`config.mk`:
```
export PLATFORM = sky130hd
export DESIGN_NAME = x64_epilog_recognizer
export DESIGN_NICKNAME = d
export VERILOG_FILES = /design/src/sv/x64ep_pkg.sv /design/src/sv/x64_epilog_recognizer.sv
export SDC_FILE = /design/constraint.sdc
export NUM_CORES = 1
export LEC_CHECK = 0
export BUFFER_PORTS_ARGS = -buffer_cell sky130_fd_sc_hd__buf_4
export CAP_MARGIN = 20
export CORE_ASPECT_RATIO = 0.8
export CORE_MARGIN = 2
export CORE_UTILIZATION = 35
export CTS_CLUSTER_SIZE = 10
export DETAILED_ROUTE_END_ITERATION = 12
export GPL_ROUTABILITY_DRIVEN = 0
export GPL_TIMING_DRIVEN = 0
export PLACE_DENSITY_LB_ADDON = 0.08
export SLEW_MARGIN = 20
export SYNTH_ARGS = -nofsm -noshare
export SYNTH_HDL_FRONTEND = slang
export SYNTH_SLANG_ARGS = --single-unit
```
`constraint.sdc`:
```
create_clock -name clk -period 8.15 [get_ports clk]
set_clock_uncertainty 0.15 [all_clocks]
set_input_delay 0.815 -clock clk [delete_from_list [all_inputs] [get_ports clk]]
set_output_delay 0.815 -clock clk [all_outputs]
set_load 0.005 [all_outputs]
```
`src/sv/x64ep_pkg.sv`:
```
// ----------------------------------------------------------------------------
// x64ep_pkg - shared types and decode helpers for the x64 epilog recogniser
// Opcode constants, parse state, result kinds and the per-byte decode step.
// ----------------------------------------------------------------------------
package x64ep_pkg;

  localparam int unsigned WINDOW_BYTES_DEFAULT = 256;
  localparam int unsigned CFG_INDEX_W          = 2;
  localparam int unsigned CFG_DATA_W           = 32;

  typedef enum logic [1:0] {
    CFG_WINDOW_OFFSET  = 2'd0,
    CFG_FUNCTION_FIRST = 2'd1,
    CFG_FUNCTION_END   = 2'd2
  } cfg_reg_t;

  typedef enum logic [2:0] {
    PH_HEAD  = 3'd0,
    PH_OP    = 3'd1,
    PH_REXED = 3'd2,
    PH_SKIP  = 3'd3,
    PH_DISP  = 3'd4,
    PH_REP   = 3'd5
  } phase_t;

  typedef enum logic [2:0] {
    KIND_RET        = 3'd0,
    KIND_REP_RET    = 3'd1,
    KIND_TAIL_JUMP  = 3'd2,
    KIND_REJECTED   = 3'd3,
    KIND_WINDOW_END = 3'd4
  } end_kind_t;

  localparam logic [7:0] REX_W         = 8'h48;
  localparam logic [7:0] REX_W_MASK    = 8'hF8;
  localparam logic [3:0] REX_HI        = 4'h4;
  localparam logic [7:0] OPC_ADD_IMM32 = 8'h81;
  localparam logic [7:0] OPC_ADD_IMM8  = 8'h83;
  localparam logic [7:0] OPC_LEA       = 8'h8D;
  localparam logic [7:0] MODRM_RSP     = 8'hC4;
  localparam logic [7:0] OPC_POP_FIRST = 8'h58;
  localparam logic [7:0] OPC_POP_LAST  = 8'h5F;
  localparam logic [7:0] OPC_RET       = 8'hC3;
  localparam logic [7:0] OPC_RET_IMM   = 8'hC2;
  localparam logic [7:0] OPC_JMP_REL32 = 8'hE9;
  localparam logic [7:0] OPC_REP       = 8'hF3;
  localparam logic [2:0] REG_RSP       = 3'd4;
  localparam logic [1:0] MOD_DISP8     = 2'd1;
  localparam logic [1:0] MOD_DISP32    = 2'd2;

  typedef struct packed {
    phase_t      phase;
    logic [1:0]  skip;
    logic [31:0] disp;
    logic [1:0]  disp_count;
  } parse_t;

  typedef struct packed {
    parse_t    st;
    logic      decided;
    end_kind_t kind;
    logic      disp_done;
  } step_t;

  localparam parse_t PARSE_CLEAR = '{phase: PH_HEAD, skip: 2'd0, disp: 32'd0,
                                     disp_count: 2'd0};

  function automatic step_t classify_byte(parse_t st, logic [7:0] b);
    step_t r;
    r.st        = st;
    r.decided   = 1'b0;
    r.kind      = KIND_REJECTED;
    r.disp_done = 1'b0;
    if (b >= OPC_POP_FIRST && b <= OPC_POP_LAST) begin
      r.st.phase = PH_OP;
    end else if (b == OPC_RET_IMM || b == OPC_RET) begin
      r.decided = 1'b1;
      r.kind    = KIND_RET;
    end else if (b == OPC_JMP_REL32) begin
      r.st.phase      = PH_DISP;
      r.st.disp       = 32'd0;
      r.st.disp_count = 2'd0;
    end else if (b == OPC_REP) begin
      r.st.phase = PH_REP;
    end else begin
      r.decided = 1'b1;
    end
    return r;
  endfunction

  function automatic step_t feed_byte(parse_t st, logic [7:0] b);
    step_t r;
    r.st        = st;
    r.decided   = 1'b0;
    r.kind      = KIND_REJECTED;
    r.disp_done = 1'b0;
    case (st.phase)
      PH_SKIP: begin
        if (st.skip != 2'd0) r.st.skip = st.skip - 2'd1;
        if (r.st.skip == 2'd0) r.st.phase = PH_OP;
      end
      PH_OP: begin
        if (b[7:4] == REX_HI) r.st.phase = PH_REXED;
        else r = classify_byte(st, b);
      end
      PH_REXED: r = classify_byte(st, b);
      PH_DISP: begin
        r.st.disp[{st.disp_count, 3'b000} +: 8] = b;
        if (st.disp_count == 2'd3) begin
          r.decided   = 1'b1;
          r.disp_done = 1'b1;
        end else begin
          r.st.disp_count = st.disp_count + 2'd1;
        end
      end
      PH_REP: begin
        r.decided = 1'b1;
        r.kind    = (b == OPC_RET) ? KIND_REP_RET : KIND_REJECTED;
      end
      default: r.decided = 1'b1;
    endcase
    return r;
  endfunction

endpackage

```
`src/sv/x64_epilog_recognizer.sv`:
```
// ----------------------------------------------------------------------------
// x64_epilog_recognizer - x64 epilog recogniser over a stream of code bytes
// The verdict request is registered and valid in the cycle after its deciding byte.
// Throughput: one code byte per cycle, decoded combinationally into the result
// register; a stalled result holds off code bytes.
// Reset: synchronous, clears registers, parse state and the result valid.
// ----------------------------------------------------------------------------
module x64_epilog_recognizer #(
  parameter int unsigned WINDOW_BYTES = x64ep_pkg::WINDOW_BYTES_DEFAULT
) (
  input  logic                               clk,
  input  logic                               rst,
  input  logic                               cfg_write,
  input  logic [x64ep_pkg::CFG_INDEX_W-1:0]  cfg_index,
  input  logic [x64ep_pkg::CFG_DATA_W-1:0]   cfg_data,
  input  logic                               code_valid,
  output logic                               code_stall,
  input  logic [7:0]                         code_byte,
  input  logic                               last_byte,
  output logic                               result_valid,
  input  logic                               result_stall,
  output logic                               epilog_match,
  output logic [2:0]                         end_kind,
  output logic [8:0]                         end_offset
);
  import x64ep_pkg::*;

  localparam int unsigned POS_W = $clog2(WINDOW_BYTES + 1);

  logic [31:0]      window_offset;
  logic [31:0]      function_first;
  logic [31:0]      function_end;
  parse_t           parse;
  logic [POS_W-1:0] pos;
  logic [23:0]      head_bytes;
  logic             verdict_given;

  logic             accept;
  logic [POS_W:0]   past;
  logic [POS_W-1:0] pos_next;
  logic [7:0]       b0, b1, b2;
  logic             head_keep, head_skip7, head_skip4;
  step_t            head_chain;
  logic [2:0]       head_chain_end;
  step_t            main_step;
  logic [32:0]      past_abs;
  logic [34:0]      target;
  logic             jump_leaves, jump_ends;
  logic             step_decided;
  end_kind_t        step_kind;
  logic [8:0]       step_end;
  parse_t           parse_next;
  logic [23:0]      head_next;
  logic             emit;

  assign code_stall = result_valid && result_stall;
  assign accept     = code_valid && !code_stall;
  assign past       = {1'b0, pos} + (POS_W+1)'(1);
  assign pos_next   = (pos < POS_W'(WINDOW_BYTES)) ? pos + POS_W'(1) : pos;

  assign b0 = head_bytes[7:0];
  assign b1 = head_bytes[15:8];
  assign b2 = head_bytes[23:16];

  // stack-pointer adjustment at the head of the window
  always_comb begin
    head_keep  = 1'b1;
    head_skip7 = 1'b0;
    head_skip4 = 1'b0;
    if ((b0 & REX_W_MASK) == REX_W) begin
      if (b1 == OPC_ADD_IMM32 || b1 == OPC_ADD_IMM8) begin
        if (b0 == REX_W && b2 == MODRM_RSP) begin
          if (b1 == OPC_ADD_IMM32) head_skip7 = 1'b1;
          else head_skip4 = 1'b1;
        end else begin
          head_keep = 1'b0;
        end
      end else if (b1 == OPC_LEA) begin
        if (b0[2:1] == 2'b00 && b2[5:3] == REG_RSP && b2[2:0] != REG_RSP &&
            (b2[7:6] == MOD_DISP8 || b2[7:6] == MOD_DISP32)) begin
          if (b2[7:6] == MOD_DISP8) head_skip4 = 1'b1;
          else head_skip7 = 1'b1;
        end else begin
          head_keep = 1'b0;
        end
      end
    end
  end

  // no adjustment: the four head bytes are decoded as ordinary code
  always_comb begin
    logic [7:0] chain_byte;
    chain_byte           = 8'd0;
    head_chain.st        = parse;
    head_chain.st.phase  = PH_OP;
    head_chain.decided   = 1'b0;
    head_chain.kind      = KIND_REJECTED;
    head_chain.disp_done = 1'b0;
    head_chain_end       = 3'd4;
    for (int i = 0; i < 4; i++) begin
      if (!head_chain.decided) begin
        chain_byte     = (i < 3) ? head_bytes[8*i +: 8] : code_byte;
        head_chain     = feed_byte(head_chain.st, chain_byte);
        head_chain_end = 3'(i + 1);
      end
    end
  end

  assign main_step = feed_byte(parse, code_byte);

  // tail jump target, 35-bit signed so a wrap shows as negative
  assign past_abs    = {1'b0, window_offset} + 33'(past);
  assign target      = {2'b00, past_abs} + {{3{main_step.st.disp[31]}}, main_step.st.disp};
  assign jump_leaves = target[34] || (target[33:0] < {2'b00, function_first}) ||
                       (target[33:0] >= {2'b00, function_end});
  assign jump_ends   = past_abs == {1'b0, function_end};

  always_comb begin
    parse_next   = parse;
    head_next    = head_bytes;
    step_decided = 1'b0;
    step_kind    = KIND_REJECTED;
    step_end     = 9'(past);
    if (parse.phase == PH_HEAD) begin
      if (pos < POS_W'(3)) begin
        head_next[{pos[1:0], 3'b000} +: 8] = code_byte;
      end else if (!head_keep) begin
        step_decided = 1'b1;
      end else if (head_skip7) begin
        parse_next.phase = PH_SKIP;
        parse_next.skip  = 2'd3;
      end else if (head_skip4) begin
        parse_next.phase = PH_OP;
      end else begin
        parse_next   = head_chain.st;
        step_decided = head_chain.decided;
        step_kind    = head_chain.kind;
        step_end     = 9'(head_chain_end);
      end
    end else begin
      parse_next   = main_step.st;
      step_decided = main_step.decided;
      if (main_step.disp_done) begin
        step_kind = (jump_leaves && jump_ends) ? KIND_TAIL_JUMP : KIND_REJECTED;
      end else begin
        step_kind = main_step.kind;
      end
    end
    emit = step_decided || last_byte || (past >= (POS_W+1)'(WINDOW_BYTES));
    if (!step_decided) begin
      step_kind = KIND_WINDOW_END;
      step_end  = 9'(past);
    end
  end

  always_ff @(posedge clk) begin
    if (rst) begin
      window_offset  <= 32'd0;
      function_first <= 32'd0;
      function_end   <= 32'd0;
      parse          <= PARSE_CLEAR;
      pos            <= '0;
      head_bytes     <= 24'd0;
      verdict_given  <= 1'b0;
      result_valid   <= 1'b0;
    end else begin
      if (cfg_write) begin
        case (cfg_index)
          CFG_WINDOW_OFFSET:  window_offset  <= cfg_data;
          CFG_FUNCTION_FIRST: function_first <= cfg_data;
          CFG_FUNCTION_END:   function_end   <= cfg_data;
          default: ;
        endcase
      end
      if (result_valid && !result_stall) result_valid <= 1'b0;
      if (accept) begin
        if (verdict_given) begin
          if (last_byte) begin
            parse         <= PARSE_CLEAR;
            pos           <= '0;
            head_bytes    <= 24'd0;
            verdict_given <= 1'b0;
          end
        end else if (emit) begin
          result_valid <= 1'b1;
          if (last_byte) begin
            parse      <= PARSE_CLEAR;
            pos        <= '0;
            head_bytes <= 24'd0;
          end else begin
            verdict_given <= 1'b1;
          end
        end else begin
          parse      <= parse_next;
          pos        <= pos_next;
          head_bytes <= head_next;
        end
      end
    end
  end

  always_ff @(posedge clk) begin
    if (accept && !verdict_given && emit) begin
      epilog_match <= (step_kind == KIND_RET) || (step_kind == KIND_REP_RET) ||
                      (step_kind == KIND_TAIL_JUMP);
      end_kind     <= step_kind;
      end_offset   <= step_end;
    end
  end

endmodule

```
==> flow_summary_export.csv <==
group,metric,value,unit
status,status,"completed",
logic_synthesis,syn_inst,1956,
drt,dr.pass1.iters,6,
layout,area_growth_syn_to_layout,13.0,%
logic_synthesis,synth-seq-area-share,0.253,
place,dp_hpwl,44200,um
logic_synthesis,synth-compound-area-share,0.285,
grt,grt_pass1_wl,85400,um
timing,hold_ws,307,ps
logic_synthesis,synthArstFlopShare,0,
layout,drive_above_1_share,0.0907,
hold_path,hold_path_end,"function_first[6]$_SDFFE_PP0P_",
layout,final_core_util,0.402,
drt,routedWlPerCell,21.9,um
grt,track_usage,0.251,
drt,wirelength,56900,um
cts,cts_root_buffer,"clkbuf_16",
cts,cts_hold_buf,0,
cts,cts_tree,"yes",
timing,drv_slew,0,
logic_synthesis,synth_mux_area_frac,0.00484,
timing,post-route-period-util,0.954,
layout,nets,2223,
timing,hold_viol,0,
drt,ant_nets,0,
logic_synthesis,synth_top_family_by_area,"compound AO/OA/AOI/OAI gates",
layout,multiInputGateArea,10600,um2
timing,clock.fmax,129,MHz
logic_synthesis,synth-edff-count,13,
grt,grt_use_met1,0.381,
layout,nFillCells,4407,
worst_setup_path,worst_setup_path_start_kind,"flop",
timing,worst_pin_slew,1160,ps
floorplan,die_x,235,um
place,portBuffers,60,
logic_synthesis,synth_fp_nets,2142,
logic_synthesis,synthAdderAreaFrac,0.116,
power,leakagePower,6.59,nW
job,drv_cap,0,
cts,cts_buffers,17,
hold_path,hp-class,"reg -> reg",
worst_setup_path,reg2reg_to,"epilog_match$_DFFE_PP_",
grt,antenna_found_initial,1,
floorplan,dieArea,44500,um2
worst_setup_path,slowest_stage,"dfxtp_1",
worst_setup_path,r2r_setup_slack,380,ps
grt,gr-total-overflow,0,
floorplan,core-area,42100,um2
cts,htreeDepth,4,
logic_synthesis,avgSynthCellArea,7.66,um2
cts,clockBufferDepth,2,
power,powerDensity,125,nW/um2
drt,via_count,15259,
worst_setup_path,critical_path_class,"reg -> reg",
worst_setup_path,critPathTopFamily,"compound AO/OA/AOI/OAI gates",
layout,antenna_cells,0,
logic_synthesis,synth-seq-cells,183,
logic_synthesis,synth_ff_type,"dfxtp_1",
worst_setup_path,r2r_start,"pos[1]$_SDFFE_PP0P_",
floorplan,num_rows,67,
logic_synthesis,synth-xor-area-share,0.0516,
cts,clkSinkCount,183,
power,total_power,0.00211,W
worst_setup_path,slowest_delay,420,ps
hold_path,hp-start,"function_first[6]$_SDFFE_PP0P_",
worst_setup_path,cp.arrival,7840,ps
timing,setup_viol,0,
layout,seqCellArea,3790,um2
floorplan,die_h,189,um
timing,relSlewSlack,0.228,
worst_setup_path,worst-path-max-fanout,7,
logic_synthesis,yosysWarnings,0,
hold_path,min_path_cells,2,
grt,use_met3,0.0506,
cts,clkLatencyLatePin,480,ps
floorplan,pin_count,63,
logic_synthesis,synthSimpleGateAreaFrac,0.234,
power,ir_drop,0.157,mV
drt,viasPerCell,5.86,
timing,period_needed,7770,ps
logic_synthesis,syn_area,15000,um2
logic_synthesis,synth.distinct_cells,97,
grt,grt_max_degree,17,
floorplan,initial_core_util,0.356,
grt,busiest_layer,"met1",
worst_setup_path,worstPathRequired,8220,ps
worst_setup_path,endpoint_kind,"flop",
worst_setup_path,r2r_cells,30,
drt,initialDrtViolationCount,1671,
grt,met2_usage,0.365,
worst_setup_path,critPathBufInv,2,
cts,clk_pin_slew,70,ps
drt,drc,0,
grt,grt_pass1_vias,14048,
## through the flow
stage	TNS, ps	cells	setup WS, ps	instance area, um2
floorplan	0	1956	1400	15000
global placement	-1370	2568	-698	16100
detailed placement	-1510	2569	-759	16100
CTS	0	2601	34.7	16800
global route	-22.4	2602	-22.4	16900
finish	0	2602	376	16900
## power by group
group	switching, W	internal, W
combinational	0.000203	0.000113
clock	0.000410	0.000441
sequential	0.0000180	0.000924
total	0.000632	0.00148
## flip-flops by register name (all words and copies together) (netlist names)
signal	cells
result_valid	1
end_kind	3
head_bytes	24
pos	9
end_offset	9
parse	39
window_offset	32
function_first	32
epilog_match	1
verdict_given	1
function_end	32
## worst reg2reg max path, delay by kind of cell (launching register included)
kind,cells,cell delay [ps]
and+or+nand+nor,9,2060
adders and majority gates,4,1190
buffers and inverters,2,440
xor gates and xnor gates,3,560
DFF,1,420
AOI/OAI and AO/OA,12,2700
## cell usage after synthesis, drive strengths merged, types with 20 or more instances
cell type,instances,area share
a22oi,34,0.017
dfxtp,170,0.23
o31ai,25,0.016
xnor2,57,0.033
o211ai,26,0.013
inv,106,0.027
a21oi,196,0.066
nor3,47,0.016
nand3,49,0.016
a211oi,24,0.012
ha,136,0.11
nor2,87,0.022
xor2,21,0.012
a22o,84,0.049
a21o,51,0.026
o21ai,47,0.016
nand2b,28,0.012
nand2,335,0.084
nand4,53,0.022
o21a,20,0.010
clkbuf,89,0.022
## cells by family after synthesis
logic type / after synthesis
AO/OA/AOI/OAI: 606
buffers and inverters: 214
AND/OR/NAND/NOR: 726
XOR/XNOR: 82
adder cells (fa/ha/maj): 138
multiplexers: 7
flip-flops: 183
## final cells by class
cell class	count	share of cell area
Multi-Input combinational cell	1559	0.624
Sequential cell	183	0.224
Tap cell	552	0.0408
Timing Repair Buffer	66	0.0293
Clock buffer	19	0.0268
Buffer	103	0.0245
Inverter	107	0.0239
Clock inverter	13	0.00702
## per-layer routing
metal / share of wire / wire (um) / vias up
met5: 0 / 0 / -
met2: 0.41 / 23400 / 555
met1: 0.50 / 28300 / 7357
met3: 0.080 / 4540 / 47
met4: 0.011 / 637 / 0
li1: - / - / 7300
## worst max-delay path by stage
stage                                        end  slack (ps)  cells past startpoint           startpoint
after CTS                  end_kind[0]$_DFFE_PP_          30                     27  pos[0]$_SDFFE_PP0P_
after detailed placement  epilog_match$_DFFE_PP_        -760                     27  pos[0]$_SDFFE_PP0P_
final                     epilog_match$_DFFE_PP_         380                     30  pos[1]$_SDFFE_PP0P_
after global routing      epilog_match$_DFFE_PP_         -20                     32  pos[1]$_SDFFE_PP0P_
after global placement     end_kind[0]$_DFFE_PP_        -700                     27  pos[0]$_SDFFE_PP0P_
after floorplan           epilog_match$_DFFE_PP_        1400                     34  pos[0]$_SDFFE_PP0P_
## timing repair
| item | CTS | global route |
|---|---|---|
| buffers inserted | 0 | 5 |
| resized for setup | 13 | 26 |
| endpoints found under the setup margin | 2 | 2 |
| pin swaps | 0 | 4 |
| cloned | 0 | 0 |
## cell usage in the layout (no fill, tap or decap), drive strengths merged, types with 26 or more instances in the layout
| cell | n |
|---|---|
| dfxtp | 170 |
| xnor2 | 57 |
| o211ai | 26 |
| nand2b | 28 |
| buf | 84 |
| ha | 136 |
| inv | 110 |
| nor2 | 87 |
| nand3 | 49 |
| a21o | 51 |
| o21ai | 47 |
| nor3 | 47 |
| a22o | 84 |
| clkbuf | 104 |
| nand4 | 53 |
| a22oi | 34 |
| nand2 | 335 |
| a21oi | 196 |
Note: power is estimated with default switching activity, not from simulation.
